$ cat config.mk
export PLATFORM = sky130hd
export DESIGN_NAME = double_integrator_coulomb_friction
export DESIGN_NICKNAME = d
export VERILOG_FILES = /design/src/sv/dicf_pkg.sv /design/src/sv/dicf_mul.sv /design/src/sv/double_integrator_coulomb_friction.sv
export SDC_FILE = /design/constraint.sdc
export NUM_CORES = 2
export LEC_CHECK = 0
export BUFFER_PORTS_ARGS = -buffer_cell sky130_fd_sc_hd__buf_2
export CORE_MARGIN = 4
export CORE_UTILIZATION = 50
export CTS_CLUSTER_DIAMETER = 40
export DETAILED_ROUTE_END_ITERATION = 10
export PLACE_DENSITY = 0.74
export SLEW_MARGIN = 20
export SYNTH_ARGS = -nofsm -noshare
export SYNTH_HDL_FRONTEND = slang
export SYNTH_HIERARCHICAL = 1
export SYNTH_SLANG_ARGS = --single-unit
$ cat constraint.sdc
create_clock -name clk -period 12.7 [get_ports clk]
set_input_delay 1.27 -clock clk [delete_from_list [all_inputs] [get_ports clk]]
set_output_delay 1.27 -clock clk [all_outputs]
set_load 0.005 [all_outputs]
$ cat src/sv/dicf_pkg.sv
// ----------------------------------------------------------------------------
// dicf_pkg: shared types and constants of the double integrator
// Fixed data format, coefficient format, request and register codes, the
// sequencer states and the saturation helpers used by the datapath.
// ----------------------------------------------------------------------------
package dicf_pkg;

    localparam int DATA_W    = 32;
    localparam int FRAC_BITS = 16;
    localparam int COEF_FRAC = 30;
    localparam int FRIC_W    = 31;
    localparam int ACC_W     = DATA_W + 2;
    localparam int REQ_W     = 2;
    localparam int CFG_IDX_W = 3;
    localparam int IN_W      = 3 * DATA_W;
    localparam int OUT_W     = 2 * DATA_W;
    localparam int FLAG_W    = 2;

    typedef logic signed [DATA_W-1:0] data_t;
    typedef logic signed [ACC_W-1:0]  acc_t;

    localparam data_t DMAX = {1'b0, {(DATA_W-1){1'b1}}};
    localparam data_t DMIN = {1'b1, {(DATA_W-1){1'b0}}};

    localparam data_t COEF_DECAY_RST = 32'sd1073741824;
    localparam data_t COEF_GAIN_RST  = 32'sd536871;
    localparam data_t COEF_STOP_RST  = 32'sd131072000;
    localparam logic [FRIC_W-1:0] HALF_STEP_RST = 31'd536871;

    typedef enum logic [REQ_W-1:0] {
        REQ_INTEGRATE,
        REQ_INTEGRATE_BACKUP,
        REQ_REDO,
        REQ_LOAD
    } req_t;

    typedef enum logic [CFG_IDX_W-1:0] {
        CFG_COEF_DECAY,
        CFG_COEF_GAIN,
        CFG_COEF_STOP,
        CFG_HALF_STEP,
        CFG_STATIC_ACCEL,
        CFG_KINETIC_ACCEL
    } cfg_reg_t;

    typedef enum logic [3:0] {
        ST_IDLE,
        ST_STOP_MUL,
        ST_STOP_WAIT,
        ST_STOP_NEG,
        ST_STOP_SUB,
        ST_BAND,
        ST_ADV_SUM,
        ST_ADV_GAIN,
        ST_ADV_DECAY,
        ST_ADV_VEL,
        ST_ADV_MID,
        ST_ADV_HMUL,
        ST_ADV_HWAIT,
        ST_ADV_POS,
        ST_DONE
    } fsm_state_t;

    typedef struct packed {
        logic  issue;
        logic  frac_coef;
        data_t a;
        data_t b;
    } mul_req_t;

    typedef struct packed {
        logic              ovf;
        logic              neg;
        logic [DATA_W-1:0] mag;
    } mul_res_t;

    function automatic acc_t sx(input data_t d);
        return ACC_W'(d);
    endfunction

    // Clamp a widened sum to the data range; the top bit flags a clip.
    function automatic logic [DATA_W:0] sat_result(input logic signed [ACC_W:0] x);
        logic [DATA_W:0] r;
        if ((&x[ACC_W:DATA_W-1]) || !(|x[ACC_W:DATA_W-1])) begin
            r = {1'b0, x[DATA_W-1:0]};
        end
        else if (x[ACC_W]) begin
            r = {1'b1, DMIN};
        end
        else begin
            r = {1'b1, DMAX};
        end
        return r;
    endfunction

    function automatic acc_t mul_value(input mul_res_t res);
        acc_t m;
        acc_t r;
        m = ACC_W'(res.mag);
        if (res.ovf) begin
            r = res.neg ? sx(DMIN) : sx(DMAX);
        end
        else begin
            r = res.neg ? -m : m;
        end
        return r;
    endfunction

endpackage

$ cat src/sv/dicf_mul.sv
// ----------------------------------------------------------------------------
// dicf_mul: shared fixed-point multiplier
// Two stages: a registered 32x32 signed product, then rounding half away
// from zero, the fractional shift and the overflow test against the range.
// ----------------------------------------------------------------------------
module dicf_mul (
    input  logic               clk,
    input  logic               rst_n,
    input  dicf_pkg::mul_req_t req,
    output dicf_pkg::mul_res_t res
);
    import dicf_pkg::*;

    localparam int PROD_W = 2 * DATA_W;

    logic signed [PROD_W-1:0] prod_reg;
    logic                     frac_coef_reg;
    logic                     round_en_reg;
    mul_res_t                 res_reg;

    logic [PROD_W-1:0] prod_mag;
    logic [PROD_W-1:0] prod_rnd;
    logic [PROD_W-1:0] shifted;
    logic              neg;
    logic              ovf;

    always_comb
    begin
        neg      = prod_reg[PROD_W-1];
        prod_mag = neg ? PROD_W'(-prod_reg) : PROD_W'(prod_reg);
        if (frac_coef_reg)
        begin
            prod_rnd = prod_mag + (PROD_W'(1) << (COEF_FRAC - 1));
            shifted  = prod_rnd >> COEF_FRAC;
        end
        else
        begin
            prod_rnd = prod_mag + (PROD_W'(1) << (FRAC_BITS - 1));
            shifted  = prod_rnd >> FRAC_BITS;
        end
        // The negative limit is one step larger than the positive one.
        ovf = (|shifted[PROD_W-1:DATA_W]) ||
              (shifted[DATA_W-1] && !(neg && !(|shifted[DATA_W-2:0])));
    end

    always_ff @(posedge clk or negedge rst_n)
    begin
        if (!rst_n)
        begin
            round_en_reg <= 1'b0;
        end
        else
        begin
            round_en_reg <= req.issue;
        end
    end

    always_ff @(posedge clk)
    begin
        if (req.issue)
        begin
            prod_reg      <= $signed(req.a) * $signed(req.b);
            frac_coef_reg <= req.frac_coef;
        end
        if (round_en_reg)
        begin
            res_reg.ovf <= ovf;
            res_reg.neg <= neg;
            res_reg.mag <= shifted[DATA_W-1:0];
        end
    end

    assign res = res_reg;

endmodule

$ cat src/sv/double_integrator_coulomb_friction.sv
// ----------------------------------------------------------------------------
// double_integrator_coulomb_friction: damped double integrator with
// stick-slip friction
// Each input word carries a request kind on s_tuser and an applied
// acceleration plus load values on s_tdata. The block keeps velocity,
// position and the previous effective acceleration, and returns one output
// word per request with the new velocity and position on m_tdata and the
// stuck and saturated flags on m_tuser. Coefficients come in through the
// cfg_we / cfg_index / cfg_data write port; the user must write them only
// while the block is idle, as the block itself does not enforce this. One
// multiplier and one saturating adder are shared under a sequencer, so
// s_tready is high only while idle. A slipping integrate runs all four
// multiplies, a stuck one only the stop multiply, a redo three and a load
// none; each passes the multiplier's registered product and registered
// rounding stage before its result is used.
// A finished word waits in the output register while m_tready is low. The
// block still takes one more request, holds it in its final step and
// accepts nothing new until the waiting word leaves.
// Reset clears the state and backups to zero and loads the default
// coefficients with zero friction.
// ----------------------------------------------------------------------------
module double_integrator_coulomb_friction (
    input  logic                              clk,
    input  logic                              rst_n,
    input  logic                              s_tvalid,
    output logic                              s_tready,
    // accel, load_position, load_velocity
    input  logic [dicf_pkg::IN_W-1:0]         s_tdata,
    // req_type
    input  logic [dicf_pkg::REQ_W-1:0]        s_tuser,
    output logic                              m_tvalid,
    input  logic                              m_tready,
    // velocity, position
    output logic [dicf_pkg::OUT_W-1:0]        m_tdata,
    // stuck, saturated
    output logic [dicf_pkg::FLAG_W-1:0]       m_tuser,
    input  logic                              cfg_we,
    input  logic [dicf_pkg::CFG_IDX_W-1:0]    cfg_index,
    input  logic [dicf_pkg::DATA_W-1:0]       cfg_data
);
    import dicf_pkg::*;

    fsm_state_t state_reg;
    fsm_state_t state_next;

    data_t             coef_decay_reg;
    data_t             coef_gain_reg;
    data_t             coef_stop_reg;
    logic [FRIC_W-1:0] half_step_reg;
    logic [FRIC_W-1:0] static_accel_reg;
    logic [FRIC_W-1:0] kinetic_accel_reg;

    data_t vel_now_reg;
    data_t pos_now_reg;
    data_t prev_accel_reg;
    data_t vel_bk_reg;
    data_t pos_bk_reg;
    data_t acc_bk_reg;
    logic  out_valid_reg;
    logic  out_stuck_reg;
    logic  out_sat_reg;

    data_t u_reg;
    data_t v0_reg;
    data_t p0_reg;
    data_t a0_reg;
    data_t t_reg;
    data_t eff_reg;
    data_t res_vel_reg;
    data_t res_pos_reg;
    data_t res_acc_reg;
    logic  stuck_reg;
    logic  clip_reg;

    req_t  req_in;
    data_t in_accel;
    data_t in_pos;
    data_t in_vel;
    logic  accept;
    logic  done_fire;

    mul_req_t mreq;
    mul_res_t mres;
    acc_t     mval;
    logic     mul_used;

    acc_t                alu_a;
    acc_t                alu_b;
    logic                alu_sub;
    logic signed [ACC_W:0] alu_sum;
    logic [DATA_W:0]     alu_out;
    data_t               alu_y;
    logic                alu_clip;

    acc_t stop_x;
    acc_t u_x;
    acc_t s_x;
    logic above_low;
    logic below_high;

    assign req_in   = req_t'(s_tuser);
    assign in_accel = s_tdata[DATA_W-1:0];
    assign in_pos   = s_tdata[2*DATA_W-1:DATA_W];
    assign in_vel   = s_tdata[3*DATA_W-1:2*DATA_W];

    assign s_tready  = (state_reg == ST_IDLE);
    assign accept    = s_tvalid && s_tready;
    assign done_fire = (state_reg == ST_DONE) && (!out_valid_reg || m_tready);

    assign m_tvalid = out_valid_reg;
    assign m_tdata  = {pos_now_reg, vel_now_reg};
    assign m_tuser  = {out_sat_reg, out_stuck_reg};

    dicf_mul u_mul (
        .clk   (clk),
        .rst_n (rst_n),
        .req   (mreq),
        .res   (mres)
    );

    assign mval = mul_value(mres);

    // Exact tests against the static band, wide enough that nothing clips.
    assign stop_x     = sx(t_reg);
    assign u_x        = sx(u_reg);
    assign s_x        = ACC_W'(static_accel_reg);
    assign above_low  = stop_x > (u_x - s_x);
    assign below_high = stop_x < (u_x + s_x);

    assign alu_sum  = alu_sub ? ((ACC_W+1)'(alu_a) - (ACC_W+1)'(alu_b))
                              : ((ACC_W+1)'(alu_a) + (ACC_W+1)'(alu_b));
    assign alu_out  = sat_result(alu_sum);
    assign alu_clip = alu_out[DATA_W] || (mul_used && mres.ovf);
    assign alu_y    = alu_out[DATA_W-1:0];

    always_comb
    begin
        state_next = state_reg;
        mreq       = '0;
        alu_a      = '0;
        alu_b      = '0;
        alu_sub    = 1'b0;
        mul_used   = 1'b0;
        unique case (state_reg)
            ST_IDLE:
            begin
                if (s_tvalid)
                begin
                    unique case (req_in)
                        REQ_INTEGRATE, REQ_INTEGRATE_BACKUP: state_next = ST_STOP_MUL;
                        REQ_REDO:                            state_next = ST_ADV_SUM;
                        REQ_LOAD:                            state_next = ST_DONE;
                    endcase
                end
            end
            ST_STOP_MUL:
            begin
                mreq.issue = 1'b1;
                mreq.a     = coef_stop_reg;
                mreq.b     = v0_reg;
                state_next = ST_STOP_WAIT;
            end
            ST_STOP_WAIT:
            begin
                state_next = ST_STOP_NEG;
            end
            ST_STOP_NEG:
            begin
                alu_b      = mval;
                alu_sub    = 1'b1;
                mul_used   = 1'b1;
                state_next = ST_STOP_SUB;
            end
            ST_STOP_SUB:
            begin
                alu_a      = sx(t_reg);
                alu_b      = sx(a0_reg);
                alu_sub    = 1'b1;
                state_next = ST_BAND;
            end
            ST_BAND:
            begin
                alu_a   = u_x;
                alu_b   = ACC_W'(kinetic_accel_reg);
                alu_sub = !above_low;
                if (above_low && below_high)
                begin
                    alu_a      = '0;
                    alu_b      = '0;
                    state_next = ST_DONE;
                end
                else
                begin
                    state_next = ST_ADV_SUM;
                end
            end
            ST_ADV_SUM:
            begin
                alu_a          = sx(eff_reg);
                alu_b          = sx(a0_reg);
                mreq.issue     = 1'b1;
                mreq.frac_coef = 1'b1;
                mreq.a         = coef_decay_reg;
                mreq.b         = v0_reg;
                state_next     = ST_ADV_GAIN;
            end
            ST_ADV_GAIN:
            begin
                mreq.issue     = 1'b1;
                mreq.frac_coef = 1'b1;
                mreq.a         = coef_gain_reg;
                mreq.b         = t_reg;
                state_next     = ST_ADV_DECAY;
            end
            ST_ADV_DECAY:
            begin
                alu_b      = mval;
                mul_used   = 1'b1;
                state_next = ST_ADV_VEL;
            end
            ST_ADV_VEL:
            begin
                alu_a      = sx(t_reg);
                alu_b      = mval;
                mul_used   = 1'b1;
                state_next = ST_ADV_MID;
            end
            ST_ADV_MID:
            begin
                alu_a      = sx(res_vel_reg);
                alu_b      = sx(v0_reg);
                state_next = ST_ADV_HMUL;
            end
            ST_ADV_HMUL:
            begin
                mreq.issue     = 1'b1;
                mreq.frac_coef = 1'b1;
                mreq.a         = DATA_W'(half_step_reg);
                mreq.b         = t_reg;
                state_next     = ST_ADV_HWAIT;
            end
            ST_ADV_HWAIT:
            begin
                state_next = ST_ADV_POS;
            end
            ST_ADV_POS:
            begin
                alu_a      = sx(p0_reg);
                alu_b      = mval;
                mul_used   = 1'b1;
                state_next = ST_DONE;
            end
            ST_DONE:
            begin
                if (done_fire)
                begin
                    state_next = ST_IDLE;
                end
            end
            default:
            begin
                state_next = ST_IDLE;
            end
        endcase
    end

    always_ff @(posedge clk or negedge rst_n)
    begin
        if (!rst_n)
        begin
            state_reg         <= ST_IDLE;
            coef_decay_reg    <= COEF_DECAY_RST;
            coef_gain_reg     <= COEF_GAIN_RST;
            coef_stop_reg     <= COEF_STOP_RST;
            half_step_reg     <= HALF_STEP_RST;
            static_accel_reg  <= '0;
            kinetic_accel_reg <= '0;
            vel_now_reg       <= '0;
            pos_now_reg       <= '0;
            prev_accel_reg    <= '0;
            vel_bk_reg        <= '0;
            pos_bk_reg        <= '0;
            acc_bk_reg        <= '0;
            out_valid_reg     <= 1'b0;
            out_stuck_reg     <= 1'b0;
            out_sat_reg       <= 1'b0;
        end
        else
        begin
            state_reg <= state_next;
            if (cfg_we)
            begin
                unique case (cfg_index)
                    CFG_COEF_DECAY:    coef_decay_reg    <= cfg_data;
                    CFG_COEF_GAIN:     coef_gain_reg     <= cfg_data;
                    CFG_COEF_STOP:     coef_stop_reg     <= cfg_data;
                    CFG_HALF_STEP:     half_step_reg     <= cfg_data[FRIC_W-1:0];
                    CFG_STATIC_ACCEL:  static_accel_reg  <= cfg_data[FRIC_W-1:0];
                    CFG_KINETIC_ACCEL: kinetic_accel_reg <= cfg_data[FRIC_W-1:0];
                    default:           ;
                endcase
            end
            if (accept && (req_in == REQ_INTEGRATE_BACKUP))
            begin
                vel_bk_reg <= vel_now_reg;
                pos_bk_reg <= pos_now_reg;
                acc_bk_reg <= prev_accel_reg;
            end
            if (done_fire)
            begin
                vel_now_reg    <= res_vel_reg;
                pos_now_reg    <= res_pos_reg;
                prev_accel_reg <= res_acc_reg;
                out_stuck_reg  <= stuck_reg;
                out_sat_reg    <= clip_reg;
                out_valid_reg  <= 1'b1;
            end
            else if (m_tready)
            begin
                out_valid_reg <= 1'b0;
            end
        end
    end

    always_ff @(posedge clk)
    begin
        if (accept)
        begin
            u_reg     <= in_accel;
            stuck_reg <= 1'b0;
            clip_reg  <= 1'b0;
            if (req_in == REQ_REDO)
            begin
                v0_reg      <= vel_bk_reg;
                p0_reg      <= pos_bk_reg;
                a0_reg      <= acc_bk_reg;
                eff_reg     <= in_accel;
                res_acc_reg <= in_accel;
            end
            else
            begin
                v0_reg <= vel_now_reg;
                p0_reg <= pos_now_reg;
                a0_reg <= prev_accel_reg;
            end
            if (req_in == REQ_LOAD)
            begin
                res_vel_reg <= in_vel;
                res_pos_reg <= in_pos;
                res_acc_reg <= in_accel;
            end
        end
        else if (state_reg != ST_IDLE)
        begin
            clip_reg <= clip_reg | alu_clip;
        end
        unique case (state_reg)
            ST_STOP_NEG, ST_STOP_SUB, ST_ADV_SUM, ST_ADV_DECAY, ST_ADV_MID:
            begin
                t_reg <= alu_y;
            end
            ST_BAND:
            begin
                if (above_low && below_high)
                begin
                    stuck_reg   <= 1'b1;
                    res_vel_reg <= '0;
                    res_pos_reg <= p0_reg;
                    res_acc_reg <= t_reg;
                end
                else
                begin
                    eff_reg     <= alu_y;
                    res_acc_reg <= alu_y;
                end
            end
            ST_ADV_VEL:
            begin
                res_vel_reg <= alu_y;
            end
            ST_ADV_POS:
            begin
                res_pos_reg <= alu_y;
            end
            default:
            begin
            end
        endcase
    end

endmodule

==> key figures <==
Synth
  – Distinct cells, synth: 102
  – Synth area leader: fa_1
  – Gate Count Post-Synth: 8,240
  – Mean Syn Cell Area: 9.82 um^2
  – Synth top cells by count: inv_1 (1,271), fa_1 (1,085), nand2_1 (892)
  – Async set-reset flop share out of synthesis: 50.0%
  – Most common cell in the netlist: inv_1
  – Post-Synthesis Cell Area: 80,900 um^2
  – Sequential cell area fraction in the yosys report: 25.3%
  – Synthesized Nets: 9,812
  – Post-synth top area share: 26.8%
  – Predominant post-synthesis flop cell: dfrtp_1
  – Total number of yosys warnings: 6
  – #FFs+latches synth: 778
  – Post-synth EDFFs: 291
  – Synth area leaders: fa_1 (27%), dfrtp_1 (11%), edfxtp_1 (11%)

Global routing
  – Vias in the first global route: 65,500
  – Overflow after GRT: 0
  – Total GRT Usage: 31.2%
  – Initial antenna violation count: 31
  – Largest net degree at the start of global routing: 171
  – First-pass GRT wire length: 400,000 um

Clock tree
  – Inserted Clock Buffers: 110
  – CTS tree: yes
  – CTS root buf: clkbuf_16
  – Clock sinks: 778
  – Clk slew on worst S/H paths: 0.06 ns
  – Clk Latency, worst-skew pair: 0.76 ns
  – Htree depth: 3
  – Post-CTS Hold Fix Bufs: 0
  – Clock Path Buffers: 3

Floorplanning
  – Core Area: 161,000 um^2
  – # rows: 147
  – I/O Pins: 206
  – Die width: 410 um
  – Starting density of the core: 50.4%
  – Die Span Y: 410 um
  – DIE AREA: 168,000 um^2

Finish
  – Final cell count without fillers: 10,600
  – Synth-to-layout area growth: 10.1%
  – Nets@finish: 9,929
  – Layout cells sized above 1: 14.9%
  – Max reg flops: 64
  – Layout Utilization: 55.5%

Hold path
  – Min-delay worst type: reg -> reg

Detailed routing
  – DR vias: 63,300
  – WL final: 262,000 um
  – Vias/cell: 5.96
  – Initial drt markers: 6,575
  – DR DRC count: 0
  – Final ANT Viol Nets: 0
  – 1st-pass router iterations: 8
  – Post-DR wirelength/cell: 24.6 um

Critical path
  – Worst Path Max Fanout: 65
  – Slowest cell on the critical path: nand2_1
  – Startpoint types: flip-flop
  – CP Capture Type: flip-flop
  – Critical path arrival: 12.64 ns
  – Required time of the critical path: 13.19 ns
  – Most used cell, CP: fa_1
  – CP max stage delay: 0.84 ns
  – CP Class: reg -> reg

Place
  – DP HPWL: 203,000 um
  – Placed insts: 10,400
  – Port bufs: 205
  – RD Place Congestion: 0.998

Timing
  – Final setup vio count: 0
  – Fin crit share: 95.7%
  – Max-slew violation count: 0
  – Fin crit period: 12.15 ns
  – Least-Margin Pin Slew: 1.16 ns
  – Final Hold Fails: 0
  – Slew headroom: 22.2%
  – Peak Freq: 82.3 MHz
  – Worst Skew: 0.108 ns
  – TNS Setup: 0 ns
  – RSZ-0062 raised after global routing: false

Run
  – Max cap viols: 0

Outcome
  – Status: complete, no violations
-- worst max-delay path, delay by kind of cell (launching register included) --
kind	cells	cell delay (ns)
adders and majority gates	9	4.40
DFF	1	0.75
and+or+nand+nor	4	1.52
AOI/OAI and AO/OA	13	3.58
xor gates and xnor gates	1	0.08
buffers and inverters	7	1.49
-- area by class of cell --
class                   instances  area (um^2)
diodes                         11         27.5
clock buffers                 132         3020
clock inverters                76         1010
fillers                     14000        71600
inverters                    1273         4780
multi-input cells            5732        54100
flip-flops and latches        778        20500
well taps                    2160         2700
repair buffers                462         3060
-- per-layer routing --
metal | share of wire (%) | track usage (%) | vias up
met1 | 39 | 41.2 | 32100
met3 | 9.9 | 7.34 | 756
met4 | 5.9 | 15.2 | 30
met2 | 45 | 48.3 | 3264
li1 | - | - | 27200
met5 | 0.076 | 0 | -
-- layout by cell type, fill, tap and decap left out, types with 35 or more instances in the layout --
master     count
buf_2        204
fa_1        1085
nor2b_1       38
or3_1         72
o21bai_1      37
dfxtp_1       98
edfxtp_1     291
and2_1       521
o21ai_0      244
nor2_1       254
inv_1       1270
dfrtp_1      366
xnor2_1      204
nand3_1       64
a31oi_1       63
nor4_1        42
a22o_1        37
nor3_1        77
o31ai_1       35
mux2_2       484
a221o_1       37
ha_1         349
a22oi_1      123
a21o_1        72
mux2i_1       55
clkbuf_16    116
a21oi_1      329
nand2b_1      54
xor2_1        85
nand2_1      890
buf_4        250
-- worst paths after layout --
kind                                  from                 end  slack [ns]  depth (start not counted)
max                           state_reg[2]  u_mul/prod_reg[60]        0.55                         34
min                        res_acc_reg[21]  prev_accel_reg[21]        0.47                          1
max reg2reg                   state_reg[2]  u_mul/prod_reg[60]        0.55                         34
min reg2reg                res_acc_reg[21]  prev_accel_reg[21]        0.47                          1
max in group asynchronous            rst_n   coef_gain_reg[18]       10.52                          3
min in group asynchronous            rst_n     pos_now_reg[20]        0.58                          1
-- logic make-up after synthesis --
logic type	count (synthesis)	synth area share (%)
simple gates	2221	13.7
buf+inv	1731	8.13
fa+ha+maj	1435	32.2
compound gates	1247	10.1
flops	778	25.3
mux	539	7.41
xor+xnor	289	3.13
-- per-stage QoR --
stage	instance area, um^2	setup slack [ns]	hold slack, ns
finish	89200	0.549	0.472
global route	89100	0.00847	0.500
CTS	89100	0.643	0.479
detailed placement	85100	0.732	0.471
global placement	85100	0.928	0.442
floorplan	80900	2.22	0.418
-- repair_timing --
item / 4_1_cts / 5_1_grt
setup buffers: 0 / 0
gates resized for setup: 0 / 1
endpoints found under the setup margin: 0 / 52
Power is not shown: default switching activity piles up to over one toggle a cycle in this logic, so the estimate is an artifact.
